## src/design/hpmc_pkg.sv

```systemverilog
`default_nettype none

package hpmc_pkg;

    localparam int PIX_W          = 8;
    localparam int MAX_BLOCK_W    = 16;
    localparam int MAX_BLOCK_H    = 16;
    localparam int NARROW_W       = 8;
    localparam int STORE_DEPTH    = MAX_BLOCK_W + 1;
    localparam int TAP_W          = $clog2(STORE_DEPTH);
    localparam int CNT_W          = 5;
    localparam int PITCH_W        = 12;
    localparam int OFFSET_W       = 16;
    localparam int CFG_IDX_W      = 3;
    localparam int CFG_DATA_W     = 12;
    localparam int HEIGHT_W       = 5;

    // Register indexes of the configuration port.
    localparam logic [CFG_IDX_W-1:0] REG_WIDE_BLOCK   = 3'd0;
    localparam logic [CFG_IDX_W-1:0] REG_HALF_X       = 3'd1;
    localparam logic [CFG_IDX_W-1:0] REG_HALF_Y       = 3'd2;
    localparam logic [CFG_IDX_W-1:0] REG_AVERAGE_MODE = 3'd3;
    localparam logic [CFG_IDX_W-1:0] REG_BLOCK_HEIGHT = 3'd4;
    localparam logic [CFG_IDX_W-1:0] REG_ROW_PITCH    = 3'd5;

    typedef logic [PIX_W-1:0] pix_t;

    typedef struct packed {
        logic [OFFSET_W-1:0] dest_offset;
        pix_t                pred_pixel;
        logic                last;
    } res_t;

    // Copy, two-tap or four-tap rounded mean, then the optional average
    // with the destination pixel.
    function automatic pix_t interp(
        input pix_t left_above,
        input pix_t above,
        input pix_t left,
        input pix_t now,
        input pix_t cur,
        input logic hx,
        input logic hy,
        input logic avg
    );
        logic [PIX_W+1:0] sum;
        pix_t             p;
        logic [PIX_W:0]   avg_sum;
        begin
            sum = '0;
            if (hx && hy) begin
                sum = {2'b00, left_above} + {2'b00, above} + {2'b00, left}
                      + {2'b00, now} + 10'd2;
                p = sum[PIX_W+1:2];
            end else if (hx) begin
                sum = {2'b00, left} + {2'b00, now} + 10'd1;
                p = sum[PIX_W:1];
            end else if (hy) begin
                sum = {2'b00, above} + {2'b00, now} + 10'd1;
                p = sum[PIX_W:1];
            end else begin
                p = now;
            end
            avg_sum = {1'b0, p} + {1'b0, cur} + 9'd1;
            if (avg) begin
                p = avg_sum[PIX_W:1];
            end
            return p;
        end
    endfunction

endpackage

`default_nettype wire

```

## src/design/half_pel_motion_compensation.sv

```systemverilog
`default_nettype none

// Results are registered in the output register, or in the skid entry on a stall.
// Throughput: one reference pixel per cycle while s_tready is high; the line of pixel cells and the
// arithmetic take a new pixel every cycle, and a two-entry output stage absorbs stalls.
// Reset (aresetn low, synchronous): registers return to their default values,
// the window position and neighbor pixels clear, and the output stage empties.
module half_pel_motion_compensation
    import hpmc_pkg::*;
(
    input  wire                     aclk,
    input  wire                     aresetn,
    input  wire                     s_tvalid,
    output logic                    s_tready,
    input  wire  [15:0]             s_tdata,   // [7:0] ref_pixel, [15:8] cur_pixel
    output logic                    m_tvalid,
    input  wire                     m_tready,
    output logic [23:0]             m_tdata,   // [7:0] pred_pixel, [23:8] dest_offset
    output logic                    m_tlast,
    input  wire                     cfg_valid,
    output logic                    cfg_ready,
    input  wire  [CFG_IDX_W-1:0]    cfg_index,
    input  wire  [CFG_DATA_W-1:0]   cfg_data
);

    logic                wide_block_reg;
    logic                half_x_reg;
    logic                half_y_reg;
    logic                average_mode_reg;
    logic [HEIGHT_W-1:0] block_height_reg;
    logic [PITCH_W-1:0]  row_pitch_reg;

    logic [CNT_W-1:0]    col_reg, col_next;
    logic [CNT_W-1:0]    row_reg, row_next;
    pix_t                left_reg, left_next;
    pix_t                left_above_reg, left_above_next;

    logic                out_valid_reg, out_valid_next;
    res_t                out_data_reg, out_data_next;
    logic                skid_valid_reg, skid_valid_next;
    res_t                skid_data_reg, skid_data_next;

    logic                cfg_write;
    logic                cfg_hit;
    logic                accept;
    logic                pop;
    pix_t                ref_pixel;
    pix_t                cur_pixel;
    pix_t                above;
    logic [CNT_W-1:0]    cols_w;
    logic [CNT_W-1:0]    rows_w;
    logic [CNT_W-1:0]    eff_height;
    logic                col_end;
    logic                final_pixel;
    logic                emit;
    logic [CNT_W-1:0]    x_pos;
    logic [CNT_W-1:0]    y_pos;
    logic [16:0]         offset_full;
    res_t                new_res;

    assign ref_pixel = s_tdata[7:0];
    assign cur_pixel = s_tdata[15:8];

    assign cfg_ready = 1'b1;
    assign cfg_write = cfg_valid && cfg_ready;
    assign cfg_hit   = cfg_write && (cfg_index == REG_WIDE_BLOCK
                                     || cfg_index == REG_HALF_X
                                     || cfg_index == REG_HALF_Y
                                     || cfg_index == REG_AVERAGE_MODE
                                     || cfg_index == REG_BLOCK_HEIGHT
                                     || cfg_index == REG_ROW_PITCH);

    assign s_tready = !skid_valid_reg;
    assign accept   = s_tvalid && s_tready;
    assign pop      = out_valid_reg && m_tready;

    always_comb begin
        if (block_height_reg == '0) begin
            eff_height = CNT_W'(1);
        end else if (block_height_reg inside {[MAX_BLOCK_H+1:31]}) begin
            eff_height = CNT_W'(MAX_BLOCK_H);
        end else begin
            eff_height = block_height_reg;
        end
    end

    assign cols_w = (wide_block_reg ? CNT_W'(MAX_BLOCK_W) : CNT_W'(NARROW_W))
                    + CNT_W'(half_x_reg);
    assign rows_w = eff_height + CNT_W'(half_y_reg);

    assign col_end     = (col_reg + CNT_W'(1)) >= cols_w;
    assign final_pixel = col_end && ((row_reg + CNT_W'(1)) >= rows_w);
    assign emit        = (col_reg >= CNT_W'(half_x_reg)) && (row_reg >= CNT_W'(half_y_reg));

    hpmc_line_chain u_line (
        .aclk    (aclk),
        .shift_en(accept),
        .pix_in  (ref_pixel),
        .tap_sel (TAP_W'(cols_w - CNT_W'(1))),
        .tap_out (above)
    );

    assign x_pos       = col_reg - CNT_W'(half_x_reg);
    assign y_pos       = row_reg - CNT_W'(half_y_reg);
    assign offset_full = 17'(y_pos) * 17'(row_pitch_reg) + 17'(x_pos);

    always_comb begin
        new_res.pred_pixel  = interp(left_above_reg, above, left_reg, ref_pixel, cur_pixel,
                                     half_x_reg, half_y_reg, average_mode_reg);
        new_res.dest_offset = offset_full[OFFSET_W-1:0];
        new_res.last        = final_pixel;
    end

    // Window position and neighbor pixels.
    always_comb begin
        col_next        = col_reg;
        row_next        = row_reg;
        left_next       = left_reg;
        left_above_next = left_above_reg;
        if (cfg_hit) begin
            col_next        = '0;
            row_next        = '0;
            left_next       = '0;
            left_above_next = '0;
        end else if (accept) begin
            left_next       = ref_pixel;
            left_above_next = above;
            if (final_pixel) begin
                col_next        = '0;
                row_next        = '0;
                left_next       = '0;
                left_above_next = '0;
            end else if (col_end) begin
                col_next = '0;
                row_next = row_reg + CNT_W'(1);
            end else begin
                col_next = col_reg + CNT_W'(1);
            end
        end
    end

    // Output register with a skid entry behind it.
    always_comb begin
        out_valid_next  = out_valid_reg;
        out_data_next   = out_data_reg;
        skid_valid_next = skid_valid_reg;
        skid_data_next  = skid_data_reg;
        if (skid_valid_reg) begin
            if (pop) begin
                out_data_next   = skid_data_reg;
                skid_valid_next = 1'b0;
            end
        end else if (accept && emit) begin
            if (!out_valid_reg || pop) begin
                out_valid_next = 1'b1;
                out_data_next  = new_res;
            end else begin
                skid_valid_next = 1'b1;
                skid_data_next  = new_res;
            end
        end else if (pop) begin
            out_valid_next = 1'b0;
        end
    end

    always_ff @(posedge aclk) begin
        if (!aresetn) begin
            wide_block_reg   <= 1'b1;
            half_x_reg       <= 1'b0;
            half_y_reg       <= 1'b0;
            average_mode_reg <= 1'b0;
            block_height_reg <= HEIGHT_W'(MAX_BLOCK_H);
            row_pitch_reg    <= PITCH_W'(16);
        end else if (cfg_write) begin
            case (cfg_index)
                REG_WIDE_BLOCK:   wide_block_reg   <= cfg_data[0];
                REG_HALF_X:       half_x_reg       <= cfg_data[0];
                REG_HALF_Y:       half_y_reg       <= cfg_data[0];
                REG_AVERAGE_MODE: average_mode_reg <= cfg_data[0];
                REG_BLOCK_HEIGHT: block_height_reg <= cfg_data[HEIGHT_W-1:0];
                REG_ROW_PITCH:    row_pitch_reg    <= cfg_data[PITCH_W-1:0];
                default: begin
                end
            endcase
        end
    end

    always_ff @(posedge aclk) begin
        if (!aresetn) begin
            col_reg        <= '0;
            row_reg        <= '0;
            left_reg       <= '0;
            left_above_reg <= '0;
            out_valid_reg  <= 1'b0;
            skid_valid_reg <= 1'b0;
        end else begin
            col_reg        <= col_next;
            row_reg        <= row_next;
            left_reg       <= left_next;
            left_above_reg <= left_above_next;
            out_valid_reg  <= out_valid_next;
            skid_valid_reg <= skid_valid_next;
        end
    end

    always_ff @(posedge aclk) begin
        out_data_reg  <= out_data_next;
        skid_data_reg <= skid_data_next;
    end

    assign m_tvalid = out_valid_reg;
    assign m_tdata  = {out_data_reg.dest_offset, out_data_reg.pred_pixel};
    assign m_tlast  = out_data_reg.last;

    a_skid_behind_out: assert property (@(posedge aclk) disable iff (!aresetn)
        skid_valid_reg |-> out_valid_reg)
        else $error("skid entry holds a result while the output register is empty");

    a_col_in_window: assert property (@(posedge aclk) disable iff (!aresetn)
        col_reg < cols_w)
        else $error("column position ran past the window width");

    a_row_in_window: assert property (@(posedge aclk) disable iff (!aresetn)
        row_reg < rows_w)
        else $error("row position ran past the window height");

    a_block_restart: assert property (@(posedge aclk) disable iff (!aresetn)
        (accept && final_pixel && !cfg_hit) |=> (col_reg == '0 && row_reg == '0))
        else $error("window position did not return to the origin after the block");

endmodule

`default_nettype wire

```

## src/design/hpmc_cell.sv

```systemverilog
`default_nettype none

module hpmc_cell
    import hpmc_pkg::*;
(
    input  wire  aclk,
    input  wire  shift_en,
    input  pix_t pix_in,
    output pix_t pix_out
);

    pix_t pix_reg;

    always_ff @(posedge aclk) begin
        if (shift_en) begin
            pix_reg <= pix_in;
        end
    end

    assign pix_out = pix_reg;

endmodule

`default_nettype wire

```

## src/design/hpmc_line_chain.sv

```systemverilog
`default_nettype none

module hpmc_line_chain
    import hpmc_pkg::*;
(
    input  wire              aclk,
    input  wire              shift_en,
    input  pix_t             pix_in,
    input  logic [TAP_W-1:0] tap_sel,
    output pix_t             tap_out
);

    pix_t cell_q [STORE_DEPTH];

    // Cell k holds the pixel taken k+1 requests ago, so the pixel one
    // window row above the incoming one sits in the cell at (columns - 1).
    for (genvar i = 0; i < STORE_DEPTH; i++) begin : g_cell
        if (i == 0) begin : g_head
            hpmc_cell u_cell (
                .aclk    (aclk),
                .shift_en(shift_en),
                .pix_in  (pix_in),
                .pix_out (cell_q[i])
            );
        end else begin : g_body
            hpmc_cell u_cell (
                .aclk    (aclk),
                .shift_en(shift_en),
                .pix_in  (cell_q[i-1]),
                .pix_out (cell_q[i])
            );
        end
    end

    assign tap_out = cell_q[tap_sel];

endmodule

`default_nettype wire
```

## config.mk

```make
export PLATFORM = sky130hd
export DESIGN_NAME = half_pel_motion_compensation
export DESIGN_NICKNAME = d
export VERILOG_FILES = /design/src/design/hpmc_pkg.sv /design/src/design/half_pel_motion_compensation.sv /design/src/design/hpmc_cell.sv /design/src/design/hpmc_line_chain.sv
export SDC_FILE = /design/constraint.sdc
export NUM_CORES = 1
export LEC_CHECK = 0
export BUFFER_PORTS_ARGS = -buffer_cell sky130_fd_sc_hd__buf_2
export CAP_MARGIN = 20
export CORE_ASPECT_RATIO = 1.1
export CORE_UTILIZATION = 55
export CTS_CLUSTER_DIAMETER = 100
export DETAILED_ROUTE_END_ITERATION = 7
export PLACE_DENSITY = 0.73
export SLEW_MARGIN = 15
export SYNTH_ARGS = -nofsm -noshare
export SYNTH_HDL_FRONTEND = slang
export SYNTH_SLANG_ARGS = --single-unit
```

## constraint.sdc

```tcl
create_clock -name aclk -period 13.7 [get_ports aclk]
set_clock_uncertainty 0.2 [all_clocks]
set_input_delay 2.74 -clock aclk [delete_from_list [all_inputs] [get_ports aclk]]
set_output_delay 2.74 -clock aclk [all_outputs]
set_load 0.05 [all_outputs]
```

==> results.yml <==
clocking:
  cts_resized: 0
  cts_buffer_depth: 3
  cts_tree: "yes"
  root_buffer: "clkbuf_16"
  h-tree-depth: 1
  cts_setup_buffers: 0
  worstSkewPairLatency_ns: 0.53
  cts_hold_buffers: 0
  cts.sinks: 235
  path_clk_slew_ns: 0.06
  cts_inserted_buffers: 26
place:
  place_congestion: 0.873
  portBuffers: 62
  place_hpwl_um: 17200
  pre_cts_slack_ns: 6.05
  placed_cell_area_mm2: 0.0132
grt:
  grt_max_degree: 107
  grt_pass1_vias: 7831
  grt_pass1_wl_um: 39600
  antenna_found_initial: 0
  grt-ovfl-total: 0
  grt_use_total: 0.212
power_and_ir_drop:
  power.density_mw_per_mm2: 124
  power.switching_uw: 440
  seqPwrFrac: 0.487
  p_leak_nw: 5.70
  p_int_mw: 1.29
  switching_share: 0.255
  p_comb_frac: 0.135
  ir_drop_mv: 0.0908
  pwr-share-clk: 0.378
run:
  cap_violations: 0
setup_path:
  critPathBufInv: 1
  rr_endpoint: "m_tdata[6]"
  path_cells: "buf_2 -> fa_1 -> fa_1 -> ha_1 -> nand4b_1 -> nand3b_1 -> a221o_1 -> xor2_1 -> o221a_1 -> ha_1 -> or3_1 -> a311oi_1 -> o31ai_1 -> xor2_1 -> mux2_2 -> mux2_2"
  cp.depth: 16
  critical-path-top-delay-family: "adder cells"
  cp-startpoint: "s_tdata[2]"
  cp.arrival_ns: 7.22
  end_kind: "flop"
  path_max_fanout: 6
  crit_end: "m_tdata[6]"
  rr_worst_depth: 21
  critPathKind: "input pin to flop"
  worst_path_largest_cell_delay_ns: 0.58
  reg2reg_from: "half_x_reg"
  required_ns: 13.78
  reg2reg_slack_ns: 7.08
  critPathSlowestCell: "fa_1"
  crit_path_start_kind: "input pin"
synthesis:
  synth_most_common_cell: "edfxtp_1"
  synth_top_area_share: 0.443
  yosys.cell_types.count: 68
  yosys-top-cells-count: "edfxtp_1, inv_1, nand2_1, ha_1, fa_1"
  synth_warnings: 0
  synthFlopType: "edfxtp_1"
  synth-seq-cells: 235
  synth_area_mm2: 0.0126
  synthCells: 1049
  ys_seq_area_frac: 0.521
  syn_nets: 1216
  synth_async_sr_flop_share: 0
  synth_largest_area_cell: "edfxtp_1"
  avgSynthCellArea_um2: 12.0
  synth_area_leaders: "edfxtp_1, fa_1, ha_1, dfxtp_1, inv_1"
  synth_edf_count: 186
die:
  coreArea_mm2: 0.0223
  initial_utilization: 0.565
  io_pins: 64
  rows: 57
  dieArea_mm2: 0.0235
  fp.dieH_um: 161
  die_w_um: 146
sta:
  fin_tns_setup_ns: 0
  grt_setup_unrepaired: "false"
  min_period_over_period: 0.521
  maxSlewViolCount: 0
  fmax_mhz: 140
  setup_violations: 0
  period_needed_ns: 7.14
  relSlewSlack: 0.357
  hold_viol: 0
  post-route-worst-setup-slack_ns: 6.56
  worstMarginPinSlew_ns: 0.962
layout:
  largest_reg_flops: 128
  area.sequential_mm2: 0.00657
  fill_cells: 1705
  syn_to_final_growth_pct: 10.7
  final_net_count: 1278
  multi_input_area_mm2: 0.00546
  design_area_mm2: 0.0140
  antenna_cells: 0
  drive_gt1_frac: 0.126
outcome:
  status: "completed"
detailed_routing:
  first_pass_iters: 5
  wl_per_cell_um: 17.0
  dr_total_vias: 7821
  via_per_inst: 5.48
  route.detailed.drc: 0
  wl_um: 24200
  route.antenna.remaining_nets: 0
  drtIter0Drc: 442
worst_hold_path:
  min_path_type: "flop to flop"
-- worst min path at each step --
| stage | start | to | depth (start not counted) |
|---|---|---|---|
| final | u_line.g_cell[10].g_body.u_cell.pix_out[4] | u_line.g_cell[11].g_body.u_cell.pix_out[4] | 0 |
| after global routing | u_line.g_cell[9].g_body.u_cell.pix_out[5] | u_line.g_cell[10].g_body.u_cell.pix_out[5] | 0 |
| after CTS | u_line.g_cell[10].g_body.u_cell.pix_out[3] | u_line.g_cell[11].g_body.u_cell.pix_out[3] | 0 |
| after detailed placement | u_line.g_cell[1].g_body.u_cell.pix_out[0] | u_line.g_cell[2].g_body.u_cell.pix_out[0] | 0 |
| after global placement | u_line.g_cell[4].g_body.u_cell.pix_out[1] | u_line.g_cell[5].g_body.u_cell.pix_out[1] | 0 |
| after floorplan | u_line.g_cell[9].g_body.u_cell.pix_out[0] | u_line.g_cell[10].g_body.u_cell.pix_out[0] | 0 |
-- worst reg2reg max path: stages (launching register included) --
cell and delay (ns):
dfxtp_2 0.31, buf_4 0.46, ha_1 0.70, mux2_2 0.28
a22oi_1 0.06, o22ai_1 0.32, inv_1 0.16, fa_1 0.56
inv_1 0.04, ha_1 0.30, nand4b_1 0.13, nand3b_1 0.20
a221o_1 0.46, xor2_1 0.17, o221a_1 0.27, ha_1 0.21
or3_1 0.34, a311oi_1 0.35, o31ai_1 0.16, xor2_1 0.15
mux2_2 0.28, mux2_2 0.26
-- layout by cell type, fill, tap and decap left out, drive strengths merged, types with 3 or more instances in the layout --
cell type / n
nand2: 106
xor2: 17
a221o: 3
nor3: 8
nand2b: 7
a21o: 15
nor2b: 43
o21a: 8
clkbuf: 37
a311oi: 4
edfxtp: 186
nor2: 33
a21oi: 48
a211oi: 5
a21boi: 15
a22oi: 6
nor3b: 5
clkinv: 9
fa: 52
nand3: 27
and3: 5
o211ai: 4
a22o: 5
o22ai: 6
a211o: 3
mux2i: 16
buf: 68
ha: 79
inv: 109
mux2: 24
o21bai: 4
dfxtp: 49
and2: 29
xnor2: 32
or3: 7
o31ai: 4
o21ai: 21
a31oi: 7
-- through the flow --
stage	cells	hold WS [ns]	power (mW)	utilization
2_1_floorplan	1049	0.200	1.03	-
3_3_place_gp	1378	0.202	1.08	0.590
3_5_place_dp	1378	0.205	1.09	0.590
4_1_cts	1426	0.215	1.74	0.626
5_1_grt	1426	0.219	1.80	0.626
6_report	1426	0.211	1.73	0.626
-- metal layers --
metal	wire, um	track usage	part of all wire	up-vias
met4	420	0.0545	0.017	0
met3	1050	0.0298	0.043	34
met5	0	0	0	-
met2	11500	0.353	0.47	173
li1	-	-	-	3792
met1	11300	0.292	0.46	3822
-- power by group through the flow --
| stage | Combinational [mW] | Clock [mW] | Sequential, mW |
|---|---|---|---|
| after floorplan | 0.153 | 0 | 0.875 |
| after global placement | 0.227 | 0 | 0.854 |
| after detailed placement | 0.232 | 0 | 0.855 |
| after CTS | 0.232 | 0.664 | 0.841 |
| after global routing | 0.258 | 0.693 | 0.845 |
| final | 0.234 | 0.652 | 0.841 |
-- logic make-up after synthesis --
family,Yosys count,share of synthesized area
xor+xnor,49,0.0340
compound gates,168,0.0890
flops,235,0.521
fa+ha+maj,131,0.161
other cells,1,0.000297
buf+inv,143,0.0470
mux,42,0.0380
simple gates,280,0.110
-- layout make-up --
class,count,share of cell area
Inverter,109,0.0296
Sequential cell,235,0.470
Clock inverter,11,0.00735
Clock buffer,37,0.0503
Multi-Input combinational cell,671,0.391
Timing Repair Buffer,68,0.0254
Tap cell,295,0.0264
No activity file was read; power rests on OpenSTA's default activity.
